File: config.mk
export PLATFORM = sky130hd
export DESIGN_NAME = refcounted_inode_cache
export DESIGN_NICKNAME = d
export VERILOG_FILES = /design/src/hdl/ric_pkg.sv /design/src/hdl/refcounted_inode_cache.sv /design/src/hdl/ric_front.sv /design/src/hdl/ric_queue.sv /design/src/hdl/ric_back.sv
export SDC_FILE = /design/constraint.sdc
export NUM_CORES = 2
export LEC_CHECK = 0
export ABC_AREA = 1
export BUFFER_PORTS_ARGS = -buffer_cell sky130_fd_sc_hd__buf_2
export CAP_MARGIN = 20
export CORE_MARGIN = 1
export CORE_UTILIZATION = 48
export CTS_CLUSTER_SIZE = 12
export DETAILED_ROUTE_END_ITERATION = 16
export GPL_TIMING_DRIVEN = 0
export PLACE_DENSITY = 0.75
export SETUP_SLACK_MARGIN = 0.05
export SYNTH_ARGS = -nofsm -noshare
export SYNTH_HDL_FRONTEND = slang
export SYNTH_HIERARCHICAL = 1
export SYNTH_SLANG_ARGS = --single-unit
export TNS_END_PERCENT = 20
File: constraint.sdc
create_clock -name clk -period 7 [get_ports clk]
set_clock_uncertainty 0.05 [all_clocks]
set_input_delay 1.4 -clock clk [delete_from_list [all_inputs] [get_ports clk]]
set_output_delay 1.4 -clock clk [all_outputs]
set_load 0.01 [all_outputs]
File: src/hdl/ric_pkg.sv
// ----------------------------------------------------------------------------
// ric_pkg
// Types, codes and helpers shared by the reference-counted inode cache.
// ----------------------------------------------------------------------------
package ric_pkg;

  localparam int ENTRIES = 32;
  localparam int IDX_W   = (ENTRIES > 1) ? $clog2(ENTRIES) : 1;
  localparam int QDEPTH  = 2;
  localparam int QPTR_W  = (QDEPTH > 1) ? $clog2(QDEPTH) : 1;
  localparam int QCNT_W  = $clog2(QDEPTH + 1);

  localparam logic [7:0] CNT_MAX = 8'hFF;

  localparam logic [1:0] MODE_ACQUIRE   = 2'd0;
  localparam logic [1:0] MODE_DUPLICATE = 2'd1;
  localparam logic [1:0] MODE_RELEASE   = 2'd2;
  localparam logic [1:0] MODE_UNUSED    = 2'd3;

  localparam logic [1:0] OP_ACQUIRE   = 2'd0;
  localparam logic [1:0] OP_DUPLICATE = 2'd1;
  localparam logic [1:0] OP_RELEASE   = 2'd2;
  localparam logic [1:0] OP_NOREF     = 2'd3;

  localparam logic [2:0] ST_HIT      = 3'd0;
  localparam logic [2:0] ST_CLAIMED  = 3'd1;
  localparam logic [2:0] ST_FULL     = 3'd2;
  localparam logic [2:0] ST_NOREF    = 3'd3;
  localparam logic [2:0] ST_OVERFLOW = 3'd4;

  typedef struct packed {
    logic [1:0]  mode;
    logic [7:0]  device;
    logic [31:0] ino;
    logic [4:0]  slot;
  } req_t;

  typedef struct packed {
    logic [4:0] entry;
    logic [2:0] status;
    logic [7:0] ref_count;
    logic       last_reference;
  } rsp_t;

  typedef struct packed {
    logic [1:0]  op;
    logic [7:0]  device;
    logic [31:0] ino;
    logic [4:0]  slot;
  } q_item_t;

  typedef struct packed {
    logic full;
    logic empty;
  } q_stat_t;

  function automatic logic [IDX_W-1:0] lowest_index(input logic [ENTRIES-1:0] vec);
    logic [IDX_W-1:0] idx;
    idx = '0;
    for (int i = ENTRIES - 1; i >= 0; i--) begin
      if (vec[i]) begin
        idx = IDX_W'(i);
      end
    end
    return idx;
  endfunction

endpackage

File: src/hdl/refcounted_inode_cache.sv
// ----------------------------------------------------------------------------
// refcounted_inode_cache
// Reference-counted table of inode tags: acquire by tag, duplicate, release.
// ----------------------------------------------------------------------------
// Sequence: a request waits in the queue, then passes the load, scan, pick and
// update steps of the execution sequencer before the result strobe rises; the
// next request is loaded only after that. A two-beat queue absorbs bursts.
// Reset: synchronous; all counts clear at once, tags stay undefined.
// The result is shown for one cycle; the receiver cannot stall it.
// ----------------------------------------------------------------------------
module refcounted_inode_cache (
  input  logic          clk,
  input  logic          rst,
  input  logic          start,
  output logic          busy,
  input  ric_pkg::req_t req,
  output logic          done,
  output ric_pkg::rsp_t result
);

  ric_pkg::q_stat_t q_stat;
  ric_pkg::q_item_t push_item;
  ric_pkg::q_item_t pop_item;
  logic             push;
  logic             pop;

  ric_front u_front (
    .start  (start),
    .busy   (busy),
    .req    (req),
    .q_stat (q_stat),
    .push   (push),
    .item   (push_item)
  );

  ric_queue u_queue (
    .clk       (clk),
    .rst       (rst),
    .push      (push),
    .push_data (push_item),
    .pop       (pop),
    .pop_data  (pop_item),
    .stat      (q_stat)
  );

  ric_back u_back (
    .clk    (clk),
    .rst    (rst),
    .q_data (pop_item),
    .q_stat (q_stat),
    .pop    (pop),
    .done   (done),
    .result (result)
  );

`ifndef SYNTHESIS
  a_reset_idle: assert property (@(posedge clk) rst |=> !busy && !done)
    else $error("busy or done after reset");
  a_done_gap: assert property (@(posedge clk) disable iff (rst) done |=> !done)
    else $error("results on consecutive cycles");
  a_last_ref: assert property (@(posedge clk) disable iff (rst)
    done && result.last_reference |-> result.ref_count == 8'd0 &&
    result.status == ric_pkg::ST_HIT)
    else $error("last reference with nonzero count");
  a_full_busy: assert property (@(posedge clk) disable iff (rst)
    busy |-> !push)
    else $error("push into full queue");
`endif

endmodule

File: src/hdl/ric_front.sv
// ----------------------------------------------------------------------------
// ric_front
// Request intake: takes a beat when the queue has room and classifies it.
// ----------------------------------------------------------------------------
module ric_front (
  input  logic             start,
  output logic             busy,
  input  ric_pkg::req_t    req,
  input  ric_pkg::q_stat_t q_stat,
  output logic             push,
  output ric_pkg::q_item_t item
);

  logic slot_out_of_range;

  assign busy = q_stat.full;
  assign push = start && !q_stat.full;

  assign slot_out_of_range = {4'b0, req.slot} >= 9'(ric_pkg::ENTRIES);

  always_comb begin
    item.device = req.device;
    item.ino    = req.ino;
    item.slot   = req.slot;
    unique case (req.mode)
      ric_pkg::MODE_ACQUIRE:   item.op = ric_pkg::OP_ACQUIRE;
      ric_pkg::MODE_DUPLICATE: item.op = slot_out_of_range ? ric_pkg::OP_NOREF
                                                           : ric_pkg::OP_DUPLICATE;
      ric_pkg::MODE_RELEASE:   item.op = slot_out_of_range ? ric_pkg::OP_NOREF
                                                           : ric_pkg::OP_RELEASE;
      default:                 item.op = ric_pkg::OP_NOREF;
    endcase
  end

endmodule

File: src/hdl/ric_queue.sv
// ----------------------------------------------------------------------------
// ric_queue
// Short queue between intake and execution.
// ----------------------------------------------------------------------------
module ric_queue (
  input  logic             clk,
  input  logic             rst,
  input  logic             push,
  input  ric_pkg::q_item_t push_data,
  input  logic             pop,
  output ric_pkg::q_item_t pop_data,
  output ric_pkg::q_stat_t stat
);

  ric_pkg::q_item_t             mem [ric_pkg::QDEPTH];
  logic [ric_pkg::QPTR_W-1:0]   wr_ptr;
  logic [ric_pkg::QPTR_W-1:0]   rd_ptr;
  logic [ric_pkg::QCNT_W-1:0]   count;

  assign stat.full  = count == ric_pkg::QCNT_W'(ric_pkg::QDEPTH);
  assign stat.empty = count == '0;
  assign pop_data   = mem[rd_ptr];

  always_ff @(posedge clk) begin
    if (rst) begin
      wr_ptr <= '0;
      rd_ptr <= '0;
      count  <= '0;
    end else begin
      if (push) begin
        wr_ptr <= (wr_ptr == ric_pkg::QPTR_W'(ric_pkg::QDEPTH - 1)) ? '0 : wr_ptr + 1'b1;
      end
      if (pop) begin
        rd_ptr <= (rd_ptr == ric_pkg::QPTR_W'(ric_pkg::QDEPTH - 1)) ? '0 : rd_ptr + 1'b1;
      end
      if (push && !pop) begin
        count <= count + 1'b1;
      end else if (pop && !push) begin
        count <= count - 1'b1;
      end
    end
  end

  always_ff @(posedge clk) begin
    if (push) begin
      mem[wr_ptr] <= push_data;
    end
  end

endmodule

File: src/hdl/ric_back.sv
// ----------------------------------------------------------------------------
// ric_back
// Execution: holds tags and counts, scans, picks an entry, updates it.
// ----------------------------------------------------------------------------
module ric_back (
  input  logic             clk,
  input  logic             rst,
  input  ric_pkg::q_item_t q_data,
  input  ric_pkg::q_stat_t q_stat,
  output logic             pop,
  output logic             done,
  output ric_pkg::rsp_t    result
);

  localparam logic [1:0] S_LOAD = 2'd0;
  localparam logic [1:0] S_SCAN = 2'd1;
  localparam logic [1:0] S_PICK = 2'd2;
  localparam logic [1:0] S_DONE = 2'd3;

  logic [1:0]                state;
  logic [7:0]                refs     [ric_pkg::ENTRIES];
  logic [7:0]                tag_dev  [ric_pkg::ENTRIES];
  logic [31:0]               tag_ino  [ric_pkg::ENTRIES];
  ric_pkg::q_item_t          cur;
  logic [ric_pkg::ENTRIES-1:0] hit_vec;
  logic [ric_pkg::ENTRIES-1:0] free_vec;
  logic [ric_pkg::ENTRIES-1:0] hit_vec_next;
  logic [ric_pkg::ENTRIES-1:0] free_vec_next;
  logic [ric_pkg::IDX_W-1:0] pick_idx;
  logic [ric_pkg::IDX_W-1:0] pick_idx_next;
  logic [7:0]                pick_cnt;
  logic                      pick_hit;
  logic                      pick_free;
  logic                      ref_we;
  logic [7:0]                ref_wdata;
  logic                      claim;
  ric_pkg::rsp_t             result_next;

  assign pop = (state == S_LOAD) && !q_stat.empty;

  always_comb begin
    for (int i = 0; i < ric_pkg::ENTRIES; i++) begin
      free_vec_next[i] = refs[i] == 8'd0;
      hit_vec_next[i]  = (refs[i] != 8'd0) && (tag_dev[i] == cur.device) &&
                         (tag_ino[i] == cur.ino);
    end
  end

  always_comb begin
    if (cur.op == ric_pkg::OP_ACQUIRE) begin
      pick_idx_next = (|hit_vec) ? ric_pkg::lowest_index(hit_vec)
                                 : ric_pkg::lowest_index(free_vec);
    end else begin
      pick_idx_next = ric_pkg::IDX_W'(cur.slot);
    end
  end

  always_comb begin
    result_next.entry          = cur.slot;
    result_next.status         = ric_pkg::ST_NOREF;
    result_next.ref_count      = 8'd0;
    result_next.last_reference = 1'b0;
    ref_we    = 1'b0;
    ref_wdata = pick_cnt;
    claim     = 1'b0;
    unique case (cur.op)
      ric_pkg::OP_ACQUIRE: begin
        if (pick_hit) begin
          result_next.entry = 5'(pick_idx);
          if (pick_cnt == ric_pkg::CNT_MAX) begin
            result_next.status    = ric_pkg::ST_OVERFLOW;
            result_next.ref_count = ric_pkg::CNT_MAX;
          end else begin
            ref_we                = 1'b1;
            ref_wdata             = pick_cnt + 8'd1;
            result_next.status    = ric_pkg::ST_HIT;
            result_next.ref_count = pick_cnt + 8'd1;
          end
        end else if (pick_free) begin
          claim                 = 1'b1;
          ref_we                = 1'b1;
          ref_wdata             = 8'd1;
          result_next.entry     = 5'(pick_idx);
          result_next.status    = ric_pkg::ST_CLAIMED;
          result_next.ref_count = 8'd1;
        end else begin
          result_next.entry  = 5'd0;
          result_next.status = ric_pkg::ST_FULL;
        end
      end
      ric_pkg::OP_DUPLICATE: begin
        if (pick_cnt == ric_pkg::CNT_MAX) begin
          result_next.status    = ric_pkg::ST_OVERFLOW;
          result_next.ref_count = ric_pkg::CNT_MAX;
        end else if (pick_cnt != 8'd0) begin
          ref_we                = 1'b1;
          ref_wdata             = pick_cnt + 8'd1;
          result_next.status    = ric_pkg::ST_HIT;
          result_next.ref_count = pick_cnt + 8'd1;
        end
      end
      ric_pkg::OP_RELEASE: begin
        if (pick_cnt != 8'd0) begin
          ref_we                     = 1'b1;
          ref_wdata                  = pick_cnt - 8'd1;
          result_next.status         = ric_pkg::ST_HIT;
          result_next.ref_count      = pick_cnt - 8'd1;
          result_next.last_reference = pick_cnt == 8'd1;
        end
      end
      default: begin
      end
    endcase
  end

  always_ff @(posedge clk) begin
    if (rst) begin
      state <= S_LOAD;
      done  <= 1'b0;
      for (int i = 0; i < ric_pkg::ENTRIES; i++) begin
        refs[i] <= 8'd0;
      end
    end else begin
      done <= 1'b0;
      unique case (state)
        S_LOAD: begin
          if (!q_stat.empty) begin
            state <= S_SCAN;
          end
        end
        S_SCAN: state <= S_PICK;
        S_PICK: state <= S_DONE;
        S_DONE: begin
          done  <= 1'b1;
          state <= S_LOAD;
          if (ref_we) begin
            refs[pick_idx] <= ref_wdata;
          end
        end
        default: state <= S_LOAD;
      endcase
    end
  end

  always_ff @(posedge clk) begin
    if (pop) begin
      cur <= q_data;
    end
    if (state == S_SCAN) begin
      hit_vec  <= hit_vec_next;
      free_vec <= free_vec_next;
    end
    if (state == S_PICK) begin
      pick_idx  <= pick_idx_next;
      pick_cnt  <= refs[pick_idx_next];
      pick_hit  <= |hit_vec;
      pick_free <= |free_vec;
    end
    if (state == S_DONE) begin
      result <= result_next;
      if (claim) begin
        tag_dev[pick_idx] <= cur.device;
        tag_ino[pick_idx] <= cur.ino;
      end
    end
  end

endmodule
==> After elaboration in Yosys (flattened, before gate mapping) <==
Memories as Yosys holds them, arrays and structs flattened. A register that Yosys moved wholly into a read port is not among the register bits.
Cells that the tools add are included.
{ "word_totals": {"n_memories": 4, "input_bits": 50, "reg_bits": 95, "ram_bits": 1630, "wordCells": 357, "output_inout_bits": 19} }
{ "mem_list": {"columns": ["memory", "words", "word_bits", "rd", "rd_ports_with_merged_regs", "wr", "line", "text"], "rows": [
  ["u_back.tag_ino", 32, 32, 32, 0, 1, "ric_back.sv:23", "logic [31:0] tag_ino [ric_pkg::ENTRIES];"],
  ["u_back.refs", 32, 8, 33, 1, 32, "ric_back.sv:21", "logic [7:0] refs [ric_pkg::ENTRIES];"],
  ["u_back.tag_dev", 32, 8, 32, 0, 1, "ric_back.sv:22", "logic [7:0] tag_dev [ric_pkg::ENTRIES];"],
  ["u_queue.mem", 2, 47, 1, 1, 1, "ric_queue.sv:15", "ric_pkg::q_item_t mem [ric_pkg::QDEPTH];"]
]} }
{ "op_classes": {"n_addsub": 6, "n_eq_ne": 75, "n_reduce_logical": 146, "n_mux": 112} }
{ "ops": {"columns": ["cell", "n"], "rows": [
  ["== test 32 bit", 32],
  ["two-way mux 5 bit", 68],
  ["nonzero test 8 bit", 33],
  ["== test 8 bit", 32],
  ["zero test 8 bit", 32],
  ["logical AND 1 bit", 68],
  ["two-way mux 8 bit", 8],
  ["OR reduction 32 bit", 2],
  ["two-way mux 11 bit", 3],
  ["case mux 11 bit (3 select lines)", 1],
  ["case mux 8 bit (3 select lines)", 1],
  ["two-way mux 1 bit", 23],
  ["two-way mux 16 bit", 1],
  ["== test 2 bit, second input constant", 5],
  ["two-way mux 10 bit", 1],
  ["adder 8 x 1 -> 8 bit, second input constant", 1],
  ["== test 8 x 1 -> 1 bit, second input constant", 1],
  ["== test 8 bit, second input constant", 1],
  ["zero test 2 bit", 4],
  ["case mux 2 bit (4 select lines)", 1],
  ["OR reduction 8 bit", 1],
  ["subtractor 8 x 1 -> 8 bit, second input constant", 1],
  ["== test 2 x 1 -> 1 bit, second input constant", 3],
  ["two-way mux 2 bit", 3],
  ["9 further kinds", 13]
]} }

==> Logic depth before layout (Yosys ltp) <==
{ "logic_depth": {"ltp_word": 34, "ltp_mapped": 43, "ltp_nobuf": 42} }

==> Hierarchy <==
Netlist, hierarchy kept.
{ "modules_own_cells": {"columns": ["mod", "cells_each", "seq_area_each_um2", "area_each_um2", "instances"], "rows": [
  ["ric_back", 5946, 50478.4, 74282.5, 1],
  ["ric_queue", 179, 2922.8, 3741.1, 1],
  ["ric_front", 50, 0.0, 362.8, 1]
]} }

==> Least setup slack after synthesis <==
OpenSTA, ideal clock, no wires.
{ "synth_timing": {"path_kind": "register to register", "from": "register, netlist name u_back/cur[46]", "to": "memory u_back.tag_dev[24][0] (enable)", "synth_period_minus_slack_ns": 4.910, "stages_incl_launch_ff": 6, "n_path_buf": 2, "required_ns": 6.463, "setup_ns": 0.487, "setup_slack_ns": 2.090, "t_arrival_ns": 4.373, "path_cell_list": "edfxtp_1 nor2_1 clkbuf_1 nand4_1 clkbuf_1 nor3_1"} }
{ "synth_between": {"elab_chain_len": 5} }
{ "synth_rtl": {"columns": ["item", "line", "text"], "rows": [
  ["zero test 2 bit", "ric_back.sv:66", "unique case (cur.op)"],
  ["two-way mux 1 bit", "ric_back.sv:66", null],
  ["two-way mux 1 bit", "ric_back.sv:161", "if (claim) begin"],
  ["two-way mux 1 bit", "ric_back.sv:159", "if (state == S_DONE) begin"],
  ["two-way mux 1 bit (implied by the code)", "ric_back.sv:162", "tag_dev[pick_idx] <= cur.device;"],
  ["end: declaration", "ric_back.sv:22", null]
]} }
No other way between the ends.

==> Worst setup path in the final report <==
{ "layout_timing": {"from": "register, netlist name u_back/cur[7]", "to": "register u_back/hit_vec[20] (netlist bit) (data pin)"} }
{ "layout_between": {"elab_chain_len": 2} }
{ "layout_rtl": {"columns": ["item", "line", "text"], "rows": [
  ["== test 32 bit", "ric_back.sv:45", "(tag_ino[i] == cur.ino);"],
  ["logical AND 1 bit", "ric_back.sv:44", "hit_vec_next[i] = (refs[i] != 8'd0) && (tag_dev[i] == cur.device) &&"],
  ["net u_back.hit_vec_next, one bit", "ric_back.sv:27", "logic [ric_pkg::ENTRIES-1:0] hit_vec_next;"],
  ["end signal: assignment", "ric_back.sv:150", "hit_vec <= hit_vec_next;"],
  ["end: declaration", "ric_back.sv:25", "logic [ric_pkg::ENTRIES-1:0] hit_vec;"]
]} }
The timed path passes the listed nets, and every way through them passes these cells.
A chain may end at the register's enable or synchronous reset.

==> tab_implementation.tex <==
\begin{tabular}{lr}
\hline
Metric & Value \\
\hline
\multicolumn{2}{l}{\textbf{Power}} \\
Share of total power in combinational logic & 0.407 \\
Power per cell area & between 400 and 500 nW/µm² \\
Internal power component & 22.5 mW \\
Switching part of the total power & 0.409 \\
Part of the power in registers & 0.367 \\
Lkg Pwr & 31.5 nW \\
Relative contribution of the clock network to total power & 0.226 \\
Maximum VDD drop & approximately 0.35 mV \\
Switching power & 15.6 mW \\
Tot Pwr & $\sim$38 mW \\
\multicolumn{2}{l}{\textbf{Die}} \\
Area of the die & 165000 µm² \\
Horizontal die dimension & 406 µm \\
Core outline area & between 150000 and 200000 µm² \\
Count of boundary I/O pins & roughly 70 \\
Die height & between 400 and 500 µm \\
Number of placement rows & 147 \\
Effective utilization at floorplan & 0.486 \\
\multicolumn{2}{l}{\textbf{Detailed routing}} \\
1st-pass router iterations & 6 \\
Avg Vias per Cell & 6.38 \\
Detailed router's first-iteration violation count & 10500 \\
Drt total wl & just under 300 mm \\
DRC violations left & 0 \\
Antenna Violating Nets Remaining & 0 \\
Routed length per instance & 32.8 µm \\
Vias & 56800 \\
\multicolumn{2}{l}{\textbf{Worst setup path}} \\
Crit-path slowest cell & edfxtp\_1 \\
Cell-by-cell listing of the critical path & buf\_16 -> buf\_16 -> clkbuf\_1 -> buf\_2 -> xnor2\_1 -> nand4\_1 -> nor4\_1 -> nand3b\_1 -> nor4\_1 \\
Slowest stage delay, CP & 0.98 ns \\
Worst R2R End & u\_back/hit\_vec[20] \\
Worst Setup End Kind & flop \\
Arrival time at the worst endpoint & 6.11 ns \\
Data required time of the worst path & 7.45 ns \\
Crit Reg-Reg Startpoint & u\_back/cur[7] \\
Max FO, Critical Path & 12 \\
Start point of the critical path & u\_back/cur[7] \\
Setup slack of the worst register-to-register path & 1.34 ns \\
R2r worst-path depth & 9 \\
Crit start category & flop \\
Critical path class & flop to flop \\
\multicolumn{2}{l}{\textbf{STA}} \\
Final setup fails & 0 \\
Highest attainable clock frequency & about 0.18 GHz \\
Final number of hold-violating endpoints & 0 \\
Post-route minimum period & 5.66 ns \\
Slew at the pin closest to its max-slew limit & 1.42 ns \\
Number of max-slew violations in the final report & 0 \\
RSZ-0062 raised after global routing & no \\
Portion of the clock cycle consumed by the worst path in the final layout & 0.809 \\
Headroom to the max-slew limit & 0.0530 \\
Worst hold margin & between 0.4 and 0.5 ns \\
\multicolumn{2}{l}{\textbf{Synth}} \\
Post-synthesis simple-gate area fraction & 0.142 \\
Area contributors post-synth & edfxtp\_1, xnor2\_1, nand2\_1, nand3\_1, or2\_2 \\
Number of enable flip-flop cells after synthesis & 1773 \\
Post-synthesis xor/xnor area fraction & 0.0906 \\
Sequential share of the synthesized area & 0.681 \\
Adder-cell area share of the yosys netlist & 0.00176 \\
Leading area contributor after synthesis & edfxtp\_1 \\
Mux cell area share after synthesis & 0.00819 \\
Async set-or-reset flop fraction in the synthesized netlist & 0 \\
Number of distinct library cells after synthesis & 47 \\
Seq cells post-synth & $\sim$1800 \\
Fraction of synthesized cell area taken by the top area cell type & 0.679 \\
Dominant combinational cell family by area after synthesis & simple AND/OR/NAND/NOR gates \\
Area of the mapped netlist & between 70000 and 80000 µm² \\
Primary FF master, synth & edfxtp\_1 \\
Average cell area after synthesis & 12.7 µm² \\
Synthesized netlist net count & 6236 \\
Warnings, synthesis & 6 \\
Post-synthesis compound-gate area fraction & 0.0359 \\
Number of cells produced by synthesis & 6175 \\
\multicolumn{2}{l}{\textbf{CTS}} \\
Clock tree buffer depth & 3 \\
Quantity of hold-fixing buffers added after cts & 0 \\
Clock Sink Count & 1781 \\
Post-CTS Setup Bufs & 0 \\
Later-pin clock latency in the skew report & 0.84 ns \\
CTS Buf Count & roughly 180 \\
Clock transition at the registers of the reported paths & 0.06 ns \\
CTS tree & done \\
Cts repair resizes & 0 \\
H-tree depth reported by CTS & 4 \\
Clock root buffer & clkbuf\_16 \\
\multicolumn{2}{l}{\textbf{Final layout}} \\
Final cell count without fillers & 8906 \\
Fraction of final layout cells sized beyond drive strength 1 & 0.147 \\
Syn-to-layout area delta & 16.5\% \\
Layout Nets & 6710 \\
\multicolumn{2}{l}{\textbf{Flow run}} \\
Number of maximum-capacitance violations & 0 \\
\multicolumn{2}{l}{\textbf{GRT}} \\
Via count of the first global-routing pass & 53000 \\
Pin count of the biggest net entering global routing & 65 \\
Initial antenna violation count & 21 \\
Global-route wire length before repair & 394 mm \\
Total congestion overflow & 0 \\
GR Util All Layers & 0.349 \\
\multicolumn{2}{l}{\textbf{Outcome}} \\
Outcome & finished, final reports clean \\
\multicolumn{2}{l}{\textbf{Placement}} \\
Detailed placement HPWL & 209 mm \\
I/O Buffers & 21 \\
Number of placed instances with taps included & $\sim$8600 \\
Global placer's final weighted congestion & around 1 \\
\multicolumn{2}{l}{\textbf{Worst hold path}} \\
Instance count along the most critical hold path & 1 \\
Min-Delay Path Class & flop to flop \\
Startpoint of the lowest-slack hold path & u\_queue/mem[0][7] \\
Endpoint of the worst hold path & u\_back/cur[7] \\
\hline
\end{tabular}
[per-stage QoR]
stage / TNS (ns) / area [µm²] / setup WS, ns / util
after floorplan: 0 / 78400 / 2.09 / -
after global placement: -799.74 / 81200 / -1.32 / 0.503
after detailed placement: 0 / 86200 / 2.03 / 0.534
after CTS: 0 / 91100 / 2.00 / 0.565
after global routing: 0 / 91300 / 1.75 / 0.566
final: 0 / 91300 / 1.34 / 0.566
[synthesized netlist by cell type (6+ instances only)]
cell	instances
a21oi_1	21
nor2_1	408
or2_2	283
mux2_4	30
inv_1	412
o22ai_1	53
buf_2	14
nor4_1	145
xor2_1	190
ha_1	11
or4_1	8
clkinv_1	10
nand4_1	142
xnor2_1	621
nand2_1	893
clkbuf_1	193
mux2_2	17
nand3b_1	44
edfxtp_1	1773
a22o_1	25
a221oi_1	161
nand3_1	393
dfxtp_1	8
o211ai_1	6
buf_4	56
nor3_1	41
buf_1	67
a211oi_1	7
nor4b_1	11
o21ai_0	91
[power groups by stage]
| stage | logic [mW] | registers [mW] | clock network (mW) |
|---|---|---|---|
| floorplan | 6.34 | 14.1 | 0 |
| global placement | 10.9 | 15.7 | 0 |
| detailed placement | 14.5 | 14.2 | 0 |
| CTS | 14.5 | 14.0 | 8.61 |
| global route | 15.4 | 14.0 | 9.02 |
| finish | 15.5 | 14.0 | 8.63 |
[worst max-delay path, delay by kind of cell, from the launching register on]
| kind | cells | cell delay [ns] |
|---|---|---|
| XOR/XNOR | 1 | 0.19 |
| AND/OR/NAND/NOR | 4 | 2.45 |
| flip-flops | 1 | 0.98 |
| buffers and inverters | 4 | 1.60 |
[cells in the final DEF, fill, tap and decap left out, types with 11 or more instances in the layout]
cell	count
nor3_1	13
nor3_2	28
nand4_1	142
clkinv_1	30
xnor2_1	621
nand2_1	893
inv_1	411
o22ai_1	53
buf_16	94
clkbuf_16	179
o21ai_0	91
buf_8	65
xor2_1	190
edfxtp_1	1773
clkbuf_1	225
nor2_1	402
nand3b_1	44
a22o_1	25
mux2_4	30
or2_2	283
nand3_1	393
clkbuf_2	14
buf_1	43
mux2_2	17
nor4_1	144
a21oi_1	21
buf_4	63
buf_6	105
a221oi_1	161
nor4b_1	11
buf_2	62
[per-layer routing]
layer	track usage	wire length (µm)
met4	0.272	28900
met1	0.417	93000
met5	0.00506	192
met2	0.502	121000
met3	0.137	49000
[state kept, by name, indices dropped and copies added, names as in the netlist, 5 cells and up, named ones only]
register / cells
u_back/result: 17
u_back/cur: 47
u_back/hit_vec: 32
u_back/free_vec: 32
u_back/pick_idx: 5
u_back/tag_dev: 256
u_back/tag_ino: 1024
u_back/pick_cnt: 8
u_queue/mem: 94
u_back/refs: 256
[worst max path at each step]
stage          cells past startpoint                    end  slack [ns]
2_1_floorplan                      5  u_back/tag_dev[24][0]        2.09
3_3_place_gp                       5  u_back/tag_ino[2][23]       -1.32
3_5_place_dp                       9     u_back/hit_vec[20]        2.03
4_1_cts                            9     u_back/hit_vec[20]        2.00
5_1_grt                            9     u_back/hit_vec[20]        1.75
6_report                           9     u_back/hit_vec[20]        1.34
[cell type report]
type	count	area, µm²
Tap cell	2160	2700
Clock inverter	41	292
Timing Repair Buffer	296	4980
Inverter	427	1600
Clock buffer	227	4680
Multi-Input combinational cell	3632	22100
Sequential cell	1781	53400
Antenna cell	7	17.5
Fill cell	12400	70000
Buffer	335	1570
[logic make-up after synthesis]
group / count (synthesis)
simple gates: 2375
flops: 1781
xor+xnor: 811
buf+inv: 762
compound gates: 388
mux: 47
fa+ha+maj: 11
No activity file was read; power rests on OpenSTA's default activity.
